File: src/rtl/core/rau_pkg.sv
// Package for the rational arithmetic unit.
// Holds action codes, controller states and the command/status structs.
package rau_pkg;

  typedef enum logic [3:0] {
    ACT_ADD = 4'd0,
    ACT_SUB = 4'd1,
    ACT_MUL = 4'd2,
    ACT_DIV = 4'd3,
    ACT_RED = 4'd4,
    ACT_RCP = 4'd5,
    ACT_INC = 4'd6,
    ACT_DEC = 4'd7,
    ACT_CMP = 4'd8
  } action_e;

  typedef enum logic [2:0] {
    ST_IDLE,
    ST_MUL1,
    ST_MUL2,
    ST_GCD,
    ST_QUO,
    ST_DONE
  } state_e;

  typedef struct packed {
    logic load;
    logic mul1;
    logic mul2;
    logic gcd_step;
    logic gcd_end;
    logic div_start;
    logic quo_take;
    logic finish;
  } cmd_t;

  typedef struct packed {
    logic is_red;
    logic is_mul;
    logic gcd_done;
    logic gcd_zero;
    logic quo_last;
    logic div_done;
  } sts_t;

endpackage

File: src/rtl/core/rau_ctrl.sv
// Controller state machine of the rational arithmetic unit.
// Uses rau_pkg; drives the datapath commands and the item handshake.
module rau_ctrl import rau_pkg::*; (
  input  logic clk_i,
  input  logic rst_ni,
  input  logic in_valid_i,
  output logic in_stall_o,
  output logic out_valid_o,
  input  logic out_stall_i,
  input  sts_t sts_i,
  output cmd_t cmd_o
);

  state_e state_q, state_d;
  logic   started_q, started_d;
  logic   ov_q, ov_d;

  always_comb begin
    state_d   = state_q;
    started_d = started_q;
    ov_d      = ov_q;
    if (ov_q && !out_stall_i) ov_d = 1'b0;
    case (state_q)
      ST_IDLE: if (in_valid_i && !ov_q) state_d = ST_MUL1;
      ST_MUL1: begin
        if (sts_i.is_mul) state_d = ST_MUL2;
        else if (sts_i.is_red) state_d = ST_GCD;
        else state_d = ST_DONE;
        started_d = 1'b0;
      end
      ST_MUL2: state_d = ST_DONE;
      ST_GCD: begin
        if (!started_q) begin
          if (sts_i.gcd_done) state_d = sts_i.gcd_zero ? ST_DONE : ST_QUO;
          else started_d = 1'b1;
        end else if (sts_i.div_done) begin
          started_d = 1'b0;
        end
      end
      ST_QUO: begin
        if (!started_q) started_d = 1'b1;
        else if (sts_i.div_done) begin
          started_d = 1'b0;
          if (sts_i.quo_last) state_d = ST_DONE;
        end
      end
      ST_DONE: begin
        state_d = ST_IDLE;
        ov_d    = 1'b1;
      end
      default: state_d = ST_IDLE;
    endcase
  end

  always_comb begin
    cmd_o = '0;
    case (state_q)
      ST_IDLE: cmd_o.load = in_valid_i && !ov_q;
      ST_MUL1: cmd_o.mul1 = 1'b1;
      ST_MUL2: cmd_o.mul2 = 1'b1;
      ST_GCD: begin
        cmd_o.gcd_end   = !started_q && sts_i.gcd_done;
        cmd_o.div_start = !started_q && !sts_i.gcd_done;
        cmd_o.gcd_step  = started_q && sts_i.div_done;
      end
      ST_QUO: begin
        cmd_o.div_start = !started_q;
        cmd_o.quo_take  = started_q && sts_i.div_done;
      end
      ST_DONE: cmd_o.finish = 1'b1;
      default: cmd_o = '0;
    endcase
  end

  assign in_stall_o  = (state_q != ST_IDLE) || ov_q;
  assign out_valid_o = ov_q;

  always_ff @(posedge clk_i or negedge rst_ni) begin
    if (!rst_ni) begin
      state_q   <= ST_IDLE;
      started_q <= 1'b0;
      ov_q      <= 1'b0;
    end else begin
      state_q   <= state_d;
      started_q <= started_d;
      ov_q      <= ov_d;
    end
  end

endmodule
File: config.mk
export PLATFORM = sky130hd
export DESIGN_NAME = rau_ctrl
export DESIGN_NICKNAME = d
export VERILOG_FILES = /design/src/rtl/core/rau_pkg.sv /design/src/rtl/core/rau_ctrl.sv
export SDC_FILE = /design/constraint.sdc
export NUM_CORES = 1
export LEC_CHECK = 0
export ABC_CLOCK_PERIOD_IN_PS = 1400
export BUFFER_PORTS_ARGS = -buffer_cell sky130_fd_sc_hd__buf_2
export CORE_AREA = 2 2 39 41
export DETAILED_ROUTE_END_ITERATION = 8
export DIE_AREA = 0 0 41 43
export GPL_ROUTABILITY_DRIVEN = 0
export PLACE_DENSITY = 0.61
export SLEW_MARGIN = 20
export SYNTH_ARGS = -nofsm -noshare
export SYNTH_HDL_FRONTEND = slang
export SYNTH_SLANG_ARGS = --single-unit
File: constraint.sdc
create_clock -name clk_i -period 1.4 [get_ports clk_i]
set_input_delay 0.14 -clock clk_i [delete_from_list [all_inputs] [get_ports clk_i]]
set_output_delay 0.14 -clock clk_i [all_outputs]
set_load 0.02 [all_outputs]
# == Word-level counts from Yosys, hierarchy flattened ==
# Cells that the tools add are included.
# word_totals
wordCells,53
out_inout_bits,10
in_bits,10
ff_bits,5
# classes
n_reduce_logical,15
n_mux,24
n_eq_ne,11
# op_table
op,count
two-way mux 3 bit,8
one-hot mux 3 bit (5 select lines),1
two-way mux 1 bit,12
!= test 2 bit (second input constant),6
== test 3 x 2 -> 1 bit (second input constant),2
== test 3 bit (second input constant),2
AND reduction 6 bit,1
nonzero test 3 bit,2
logical AND 1 bit,5
zero test 1 bit,4
== test 3 x 1 -> 1 bit (second input constant),1
zero test 3 bit,1
one-hot mux 1 bit (3 select lines),1
two-way mux 2 bit,1
one-hot mux 1 bit (2 select lines),1
nonzero test 2 bit,1
logical OR 1 bit,1

# == Longest topological paths before layout ==
# logic_depth
word_depth,4
depth_mapped,5
mapped_depth_nobuf,4

# == Worst setup path before layout ==
# Ideal clock, no wire load.
# synth_path
kind,reg-to-reg
start,reg state_q[0]
end,reg state_q[0]
period_less_slack_ps,1318
n_path_buf,1
setup_time_ps,82
arrival_ps,1235
required_time_ps,1318
setup_slack_ps,82
stages_incl_launch_ff,5
cell_sequence,dfrtp_1 > buf_2 > nor4_4 > a22oi_1 > o22ai_1
# synth_between
elab_chain_cells,3
word_cells_on_any_way,13
cone_classes,10 x eq/ne; 1 x mux; 2 x reduce/logical
# synth_rtl
item,line_no,text
from (decl),rau_ctrl.sv:14,"state_e state_q, state_d;"
from (signal assigned),rau_ctrl.sv:84,state_q <= state_d;
== test 3 x 2 -> 1 bit (tied with other cells),rau_ctrl.sv:23,case (state_q)
!= test 2 bit (no line),-,
AND reduction 6 bit (no line),-,
# Several ways; a longest one is shown, not always the timed one.
# A chain may end at the register's enable or synchronous reset.

==> flow_summary.json <==
{
  "outcome": "finished, violations left",
  "violations": "negative setup slack",
  "cp_slowest_cell": "dfrtp_1",
  "fp.dieH_um": 43,
  "boundaryPins": 20,
  "vias_per_cell": 4.78,
  "met1_length_um": 438,
  "path_cells": "or2b_1, o22a_1, nor2_1, buf_4",
  "critical-path-max-stage-delay_ns": 0.41,
  "critPathRequiredTime_ns": 1.26,
  "finalClockSkew_ns": 0.000506,
  "synth_fp_nets": 57,
  "wl_per_cell_um": 10.8,
  "period_minus_slack_ns": 1.45,
  "overflow": 0,
  "critPathBufInv": 1,
  "antenna_left": 0,
  "placedCellCount": 83,
  "grt_pass1_wl_um": 1620,
  "stdcell_count": 94,
  "netlist_instances": 47,
  "hold_viol": 0,
  "syn_area_um2": 368,
  "setup_viol": 2,
  "root_buffer": "clkbuf_4",
  "placed_cell_area_um2": 495,
  "antenna_found_initial": 0,
  "finalNetCount": 89,
  "stdcell_area_um2": 649,
  "tritoncts": "yes",
  "leakagePower_nw": 0.315,
  "drv_slew": 0,
  "h-tree-depth": 1,
  "grt_setup_unrepaired": "yes",
  "coreArea_um2": 1380,
  "peakVddDrop_mv": 0.930,
  "hpwlAfterDp_um": 730,
  "end_kind": "output port",
  "grt_max_degree": 11,
  "ys_types": 23,
  "drv_cap": 0,
  "cts_buffers": 3,
  "cp_data_arrival_time_ns": 1.31,
  "fmax_mhz": 688,
  "num_rows": 14,
  "synth_seq_cells": 5,
  "routed_wl_um": 1020,
  "avgSynthCellArea_um2": 7.83,
  "start_util_pct": 26.6,
  "critical_path_class": "flip-flop to output port",
  "max_slew.worst_pin.slew_ns": 0.262,
  "post-route-drc-count": 0,
  "final_util_pct": 46.9,
  "vias": 449,
  "drt_first_pass_iters": 4,
  "met2_length_um": 494,
  "setup_slack_ns": -0.0534,
  "routed-wl-met3_um": 81,
  "layout-drive-gt1-share_pct": 56.4,
  "ys_seq_area_share_pct": 34.0,
  "crit_path_max_fanout": 4,
  "area_delta_synth_final_pct": 76.5,
  "diodes": 0,
  "grt_usage_pct": 13.7,
  "portBuffers": 19,
  "dr.max_layer_used": "met3",
  "ys.warnings.count": 0,
  "clk_latency_ns": 0.23,
  "cp-start-kind": "flip-flop",
  "clk_pin_slew_ns": 0.04,
  "grt_pass1_vias": 404,
  "finalCritPeriodShare_pct": 104,
  "clock_sinks": 5,
  "die-area_um2": 1760,
  "hold_class": "input port to flip-flop",
  "worst_path_dominant_cell_family": "flip-flops",
  "fp.dieW_um": 41,
  "clk_path_buf_depth": 2,
  "drt_iter0_drc": 8,
  "timing.slew.headroom_pct": 82.5,
  "power_density_nw_per_um2": 2350
}
[metrics by stage]
| step | setup TNS (ns) | power (W) | hold WS (ns) | setup slack, ns |
|---|---|---|---|---|
| 2_1_floorplan | 0 | 0.000853 | -0.156 | 0.0825 |
| 3_3_place_gp | 0 | 0.00108 | -0.0409 | 0.131 |
| 3_5_place_dp | 0 | 0.00108 | -0.0396 | 0.0986 |
| 4_1_cts | -0.0944 | 0.00136 | 0.105 | -0.0861 |
| 5_1_grt | -0.411 | 0.00166 | 0.116 | -0.146 |
| 6_report | -0.0650 | 0.00152 | 0.112 | -0.0534 |
[cell usage in the layout (no fill, tap or decap), types with 3 or more instances in the layout]
master / Yosys / final
a21oi_1: 4 / 4
nor2_1: 8 / 4
buf_2: 2 / 11
clkbuf_4: 0 / 3
dfrtp_1: 5 / 3
buf_6: 0 / 6
nor2_2: 0 / 3
o22ai_1: 4 / 4
buf_4: 1 / 11
nand2_1: 3 / 3
[repair_timing]
item | in CTS | in global routing
hold endpoints to repair | 5 | 0
setup buffers | 3 | 3
hold buffers | 1 | 0
pin swaps | 3 | 2
resized for setup | 9 | 17
endpoints found under the setup margin | 7 | 9
[routing by layer]
metal / vias up / track usage, %
li1: 228 / -
met1: 204 / 17.9
met2: 17 / 19.4
met3: 0 / 6.81
met4: 0 / 4.00
met5: - / 0
[sequential cells by signal (all words and copies together), names as in the netlist]
name / cells
started_q: 1
state_q: 3
out_valid_o: 1
[synthesized netlist by cell type]
| cell type | n | share of area (%) |
|---|---|---|
| nor4_4 | 1 | 5.8 |
| nor2b_1 | 2 | 3.4 |
| buf_2 | 2 | 2.7 |
| nor3_1 | 2 | 2.7 |
| or2b_1 | 1 | 2.0 |
| o22ai_1 | 4 | 6.8 |
| dfrtp_1 | 5 | 34 |
| nand2b_2 | 1 | 2.4 |
| or3_1 | 1 | 1.7 |
| buf_4 | 1 | 2.0 |
| inv_1 | 2 | 2.0 |
| o22a_1 | 1 | 2.4 |
| and2_1 | 1 | 1.7 |
| nor2_1 | 8 | 8.2 |
| and3_2 | 1 | 2.0 |
| a21oi_1 | 4 | 5.4 |
| inv_2 | 1 | 1.0 |
| a22oi_1 | 1 | 2.0 |
| xnor2_1 | 1 | 2.4 |
| o21ai_0 | 2 | 2.7 |
| a21o_1 | 1 | 2.0 |
| nand2_1 | 3 | 3.1 |
| nand3_1 | 1 | 1.4 |
[cell families after synthesis]
logic type             count (synthesis)  share of synthesized area, %
AND/OR/NAND/NOR                       22                          34.4
flip-flops                             5                          34.0
buffers and inverters                  6                          7.82
XOR/XNOR                               1                          2.38
AO/OA/AOI/OAI                         13                          21.4
[worst reg2reg max path, stage by stage (launching register included)]
cell and delay [ns]:
dfrtp_2 0.46, clkbuf_2 0.17, or3_1 0.38, a21oi_1 0.16, nor2_1 0.06
[final cells by class]
cell class              count  area (µm²)
well taps                  16        20.0
clock buffers               4        26.3
fillers                   141         734
repair buffers             30         220
flip-flops and latches      5         128
inverters                   3        13.8
multi-input cells          36         241
[final timing paths]
check	endpoint	slack, ns	depth (start not counted)	startpoint
max	cmd_o[2]	-0.05	4	state_q[1]
min	out_valid_o	0.11	2	out_stall_i
min reg2reg	out_valid_o	0.55	1	out_valid_o
max in group asynchronous	state_q[0]	1.00	2	rst_ni
max reg2reg	started_q	0.07	4	state_q[0]
min in group asynchronous	out_valid_o	0.25	2	rst_ni
[where the power goes]
part           internal (W)  switching [W]  leakage (nW)
combinational      0.000506       0.000536         0.239
clock              0.000107      0.0000503        0.0150
sequential         0.000224       0.000102        0.0610
No activity file was read; power rests on OpenSTA's default activity.
